## src/sv/gkc_pkg.sv

```systemverilog
// Shared types and constants of the glyph key cache tag store.
package gkc_pkg;

	localparam int CP_W       = 21;
	localparam int PX_W       = 10;
	localparam int HASH_W     = 32;
	localparam int SLOT_IDX_W = 8;
	localparam int ENTRY_W    = 1 + CP_W + PX_W;

	localparam logic [HASH_W-1:0] HASH_MUL_CP = 32'd2654435761;
	localparam logic [HASH_W-1:0] HASH_MUL_PX = 32'd40503;

	localparam logic ACT_LOOKUP = 1'b0;
	localparam logic ACT_FLUSH  = 1'b1;

	typedef struct packed {
		logic            action;
		logic [CP_W-1:0] code_point;
		logic [PX_W-1:0] pixel_size;
	} req_t;

	typedef struct packed {
		logic                  hit;
		logic [SLOT_IDX_W-1:0] slot_index;
		logic                  evicted;
		logic                  flush_done;
	} rsp_t;

	// controller -> datapath
	typedef struct packed {
		logic load;
		logic hash_en;
		logic mod_en;
		logic probe_init;
		logic probe_en;
		logic clear_en;
		logic out_load;
	} dp_cmd_t;

	// datapath -> controller
	typedef struct packed {
		logic mod_done;
		logic probe_stop;
		logic clear_last;
	} dp_sts_t;

endpackage

```

## src/sv/gkc_ctrl.sv

```systemverilog
// Sequencing FSM: clear pass, hash, modulo, probe and response hand-off.
module gkc_ctrl import gkc_pkg::*; (
	input  logic    clk,
	input  logic    arst_n,
	input  logic    req_valid,
	input  logic    req_action,
	output logic    req_ready,
	output logic    rsp_valid,
	input  logic    rsp_ready,
	output dp_cmd_t cmd,
	input  dp_sts_t sts
);
	typedef enum logic [2:0] {
		ST_CLEAR,
		ST_IDLE,
		ST_HASH,
		ST_MOD,
		ST_PROBE,
		ST_RESP
	} state_t;

	state_t state_q;
	logic   flush_q;
	logic   rsp_vld_q;
	logic   out_free;

	assign out_free  = !rsp_vld_q || rsp_ready;
	assign req_ready = (state_q == ST_IDLE);
	assign rsp_valid = rsp_vld_q;

	always_comb begin
		cmd = '0;
		unique case (state_q)
			ST_CLEAR: cmd.clear_en = 1'b1;
			ST_IDLE:  cmd.load = req_valid;
			ST_HASH:  cmd.hash_en = 1'b1;
			ST_MOD: begin
				cmd.mod_en     = 1'b1;
				cmd.probe_init = sts.mod_done;
			end
			ST_PROBE: cmd.probe_en = 1'b1;
			ST_RESP:  cmd.out_load = out_free;
			default:  cmd = '0;
		endcase
	end

	always_ff @(posedge clk or negedge arst_n) begin
		if (!arst_n) begin
			state_q   <= ST_CLEAR;
			flush_q   <= 1'b0;
			rsp_vld_q <= 1'b0;
		end else begin
			// a new result replaces the one taken at this edge
			if (state_q == ST_RESP && out_free) begin
				rsp_vld_q <= 1'b1;
			end else if (rsp_ready) begin
				rsp_vld_q <= 1'b0;
			end
			unique case (state_q)
				ST_CLEAR: begin
					if (sts.clear_last) begin
						state_q <= flush_q ? ST_RESP : ST_IDLE;
					end
				end
				ST_IDLE: begin
					if (req_valid) begin
						flush_q <= (req_action == ACT_FLUSH);
						state_q <= (req_action == ACT_FLUSH) ? ST_CLEAR : ST_HASH;
					end
				end
				ST_HASH: state_q <= ST_MOD;
				ST_MOD: begin
					if (sts.mod_done) begin
						state_q <= ST_PROBE;
					end
				end
				ST_PROBE: begin
					if (sts.probe_stop) begin
						state_q <= ST_RESP;
					end
				end
				ST_RESP: begin
					if (out_free) begin
						state_q <= ST_IDLE;
					end
				end
				default: state_q <= ST_IDLE;
			endcase
		end
	end
endmodule

```

## config.mk

```make
export PLATFORM = sky130hd
export DESIGN_NAME = gkc_ctrl
export DESIGN_NICKNAME = d
export VERILOG_FILES = /design/src/sv/gkc_pkg.sv /design/src/sv/gkc_ctrl.sv
export SDC_FILE = /design/constraint.sdc
export NUM_CORES = 1
export LEC_CHECK = 0
export BUFFER_PORTS_ARGS = -buffer_cell sky130_fd_sc_hd__buf_2
export CORE_AREA = 4 4 41 43
export CTS_BUF_LIST = sky130_fd_sc_hd__clkbuf_4 sky130_fd_sc_hd__clkbuf_8 sky130_fd_sc_hd__clkbuf_16
export DETAILED_ROUTE_END_ITERATION = 12
export DIE_AREA = 0 0 45 47
export PLACE_DENSITY = 0.55
export SYNTH_ARGS = -nofsm -noshare
export SYNTH_HDL_FRONTEND = slang
export SYNTH_SLANG_ARGS = --single-unit
export TNS_END_PERCENT = 100
```

## constraint.sdc

```tcl
create_clock -name clk -period 1.15 [get_ports clk]
set_input_delay 0.23 -clock clk [delete_from_list [all_inputs] [get_ports clk]]
set_output_delay 0.23 -clock clk [all_outputs]
set_load 0.005 [all_outputs]
```

## Word level (Yosys, flattened, before mapping)

Index checks and enable logic that the tools add are counted.

- $add $sub $neg: 0
- $mul: 0
- Div/mod/pow operators: 0
- $lt $le $gt $ge: 0
- Equal/unequal tests: 10
- Shifts and indexed selects: 0
- Mux-type cells: 16
- Bitwise logic cells: 0
- Reduce and logical (&&, ||, !) cells: 7

Operator list:

| cell | count |
|---|---|
| $mux 3 | 6 |
| $pmux 3 s6 | 1 |
| $ne 2x2->1 const B | 5 |
| $mux 1 | 7 |
| $eq 3x2->1 const B | 2 |
| $eq 3x3->1 const B | 2 |
| $reduce_and 5->1 | 1 |
| $mux 2 | 2 |
| $eq 3x1->1 const B | 1 |
| $logic_not 3->1 | 1 |
| $reduce_and 2->1 | 1 |
| $reduce_bool 2->1 | 1 |
| $logic_and 1x1->1 | 1 |
| $logic_not 1->1 | 1 |
| $logic_or 1x1->1 | 1 |

- Bits in registers: 5
- Bits in latches: 0
- RAM bits: 0
- ROM bits: 0
- Input port bits: 8
- Memories kept: 0

## Longest topological paths before layout

- Depth in word-level cells: 4
- Gate-level depth with buffers: 4

## Worst setup path after synthesis

No wires, ideal clock.

- Kind: register to register
- Start: register state_q[2]
- End: register flush_q
- Library setup time: 0.125 ns
- Data arrival time: 1.180 ns
- Required time: 1.025 ns
- Setup slack: -0.155 ns
- Stages on the path, launching flop included: 4
- Buffers on the path: 0
- Period minus slack after synthesis: 1.305 ns
- Cells stage by stage: dfrtp_1 -> nand2b_1 -> nor3b_2 -> mux2_2

- Word-level cells in the longest chain between the ends: 2

Ends and longest elaborated chain:

| what | RTL line | RTL |
|---|---|---|
| start: declaration | gkc_ctrl.sv:22 | `state_t state_q;` |
| start signal: assignment | gkc_ctrl.sv:62 | `state_q <= flush_q ? ST_RESP : ST_IDLE;` |
| start signal: assignment | gkc_ctrl.sv:68 | `state_q <= (req_action == ACT_FLUSH) ? ST_CLEAR : ST_HASH;` |
| $eq 3x1->1 | gkc_ctrl.sv:59 | `unique case (state_q)` |
| $reduce_and 2->1 (no line) | - |  |
| end signal: assignment | gkc_ctrl.sv:67 | `flush_q <= (req_action == ACT_FLUSH);` |
| end: declaration | gkc_ctrl.sv:23 | `logic flush_q;` |

No other way between the ends.
A chain may end at the register's enable or synchronous reset.

## Worst setup path after layout

- Start: register state_q[2]
- End: output req_ready

- Word-level cells in the longest chain between the ends: 1

Ends and longest elaborated chain:

| what | RTL line | RTL |
|---|---|---|
| $eq 3x1->1 | gkc_ctrl.sv:28 | `assign req_ready = (state_q == ST_IDLE);` |
| end: declaration | gkc_ctrl.sv:7 | `output logic req_ready,` |

No other way between the ends.

==> results.toml <==
[floorplan]
die_h_um = 47
io_pins = 17
die_w_um = 45
fp-row-count = 13
core_um2 = 1300
start_util_pct = 23.2
die-area_um2 = 2120

[synth]
seq_area_frac_synth_pct = 41.5
synth_area_um2 = 302
ys_warn_count = 0
synth_area_leader_cell = "dfrtp_1"
synth_seq_cells = 5
ys_top_cells_by_area = "dfrtp_1 (41%), nor2_1 (6.2%), nand2b_1 (4.1%)"
synth_cells = 32
yosysTopAreaCellShare_pct = 41.5
synth_cell_types = 20
avgSynthCellArea_um2 = 9.42
syn-num-nets = 40

[cells_and_area]
design_area_um2 = 599
drive_gt1_share_pct = 68.3
syn2layout_area_growth_pct = 98.8
mostFrequentLayoutCells = "buf_2 (14), buf_4 (8), buf_6 (6)"
layout.nets = 72
final_common_cell = "buf_2"
final_cell_count_no_fill = 78
diodes = 0
n_fill_cell = 139

[placed_design]
place_congestion = 0.778
place_inst = 67
dpl_cell_area_um2 = 455
port_buffers = 16
place_ws_ns = -0.0863

[hold_path]
hp-class = "in2reg"

[timing]
fmax_mhz = 707
drv_slew = 0
relSlewSlack_pct = 85.2
final.setup_skew_ns = 0.00563
min_period_over_period_pct = 123
setup_viol = 11
tns_ns = -2.21
rsz0062_at_grt = "true"
tightest_slew_ns = 0.220
hold_viol_final = 0
timing.final.ws_setup_ns = -0.264
post-route-min-period_ns = 1.41

[detailed_routing]
wire_per_inst_um = 13.9
ant_nets = 0
vias = 362
drc_errors = 0
drt_wl_total_um = 1080
drt_iter0_drc = 2
detail_route.vias_per_cell = 4.64
drt-pass1-iter-count = 4

[clocking]
clockBufferDepth = 2
cts-root-buf = "clkbuf_4"
insertion_delay_ns = 0.24
cts_buffers = 3
clkTransAtPathRegs_ns = 0.05
h-tree-depth = 1
cts_tree = "built"
clock_sinks = 5

[critical_path]
critPathLaunchType = "register"
crit_fanout = 6
end_kind = "primary output"
criticalPathCategory = "reg2out"
worstPathArrival_ns = 1.18
required_ns = 0.92

[pwr]
p_leak_nw = 0.299
power_density_nw_per_um2 = 2640
ir_drop_v = 0.00123
power_mw = 1.58

[global_route]
track_usage_pct = 11.4
grt_pass1_vias = 355
antenna_found_initial = 0
grt_max_degree = 8
grt_pass1_wl_um = 1660
grt_overflow = 0

[status]
outcome = "finished with violations"
failed_checks = "setup timing"

[flow_run]
drv_cap = 0
## where the power goes
| part | switching [mW] | internal (mW) | leakage [nW] | total [mW] |
|---|---|---|---|---|
| Sequential | 0.121 | 0.266 | 0.0587 | 0.387 |
| Combinational | 0.378 | 0.583 | 0.222 | 0.962 |
| Clock | 0.0754 | 0.155 | 0.0184 | 0.230 |
| Total | 0.575 | 1.00 | 0.299 | 1.58 |
## critical path: stages, from the launching register on
cell	delay [ns]
dfrtp_2	0.44
nand2b_4	0.17
buf_4	0.14
nor2_1	0.07
buf_2	0.11
## through the flow
stage	hold slack, ns	util [%]
6_report	0.254	46.1
5_1_grt	0.248	46.1
4_1_cts	0.252	43.8
3_5_place_dp	0.0531	35.0
3_3_place_gp	0.0507	35.0
2_1_floorplan	-0.0656	-
## logic make-up after synthesis
| family | synth area share, % |
|---|---|
| and+or+nand+nor | 39.4 |
| DFF | 41.5 |
| AOI/OAI and AO/OA | 9.54 |
| muxes | 7.05 |
| buffers and inverters | 2.49 |
## state kept, by name, indices dropped and copies added (netlist names)
register and cells:
state_q 3, rsp_valid 1, flush_q 1
## cell usage after synthesis
| library cell | n |
|---|---|
| a21oi_1 | 2 |
| a311o_1 | 1 |
| and2_4 | 1 |
| and3b_1 | 1 |
| clkbuf_1 | 2 |
| dfrtp_1 | 5 |
| mux2_2 | 1 |
| mux2i_1 | 1 |
| nand2_1 | 2 |
| nand2b_1 | 2 |
| nand3b_1 | 1 |
| nor2_1 | 5 |
| nor2b_1 | 1 |
| nor3_1 | 1 |
| nor3b_1 | 1 |
| nor3b_2 | 1 |
| nor4_1 | 1 |
| nor4bb_1 | 1 |
| o32ai_1 | 1 |
| or2b_1 | 1 |
## path summary, 6_finish.rpt
check	to	slack, ns	start	cells after the start
max	req_ready	-0.26	state_q[2]	4
min	flush_q	0.25	req_action	2
max reg2reg	flush_q	-0.17	state_q[2]	4
min reg2reg	flush_q	0.54	flush_q	1
max in group asynchronous	state_q[1]	0.66	arst_n	2
min in group asynchronous	rsp_valid	0.33	arst_n	2
## layout make-up
type | instances | area (µm²) | share of cell area [%]
Clock buffer | 4 | 30.0 | 5.01
Multi-Input combinational cell | 25 | 214 | 35.7
Sequential cell | 5 | 129 | 21.5
Tap cell | 15 | 18.8 | 3.13
Timing Repair Buffer | 29 | 208 | 34.7
## per-layer routing
metal  up-vias  GRT usage (%)  wire (µm)
met5         -              0          0
met4         0           1.75          0
met3         0           7.28         88
met2        14           20.9        570
met1       171           11.1        425
li1        177              -          -
## what timing repair did
action                                  CTS  global route
hold endpoints to repair                  5             0
pin swaps                                 4             5
setup buffers                             5             1
endpoints found under the setup margin   12            12
hold buffers                              1             0
resized for setup                        10             4
(Power assumes the default switching activity.)
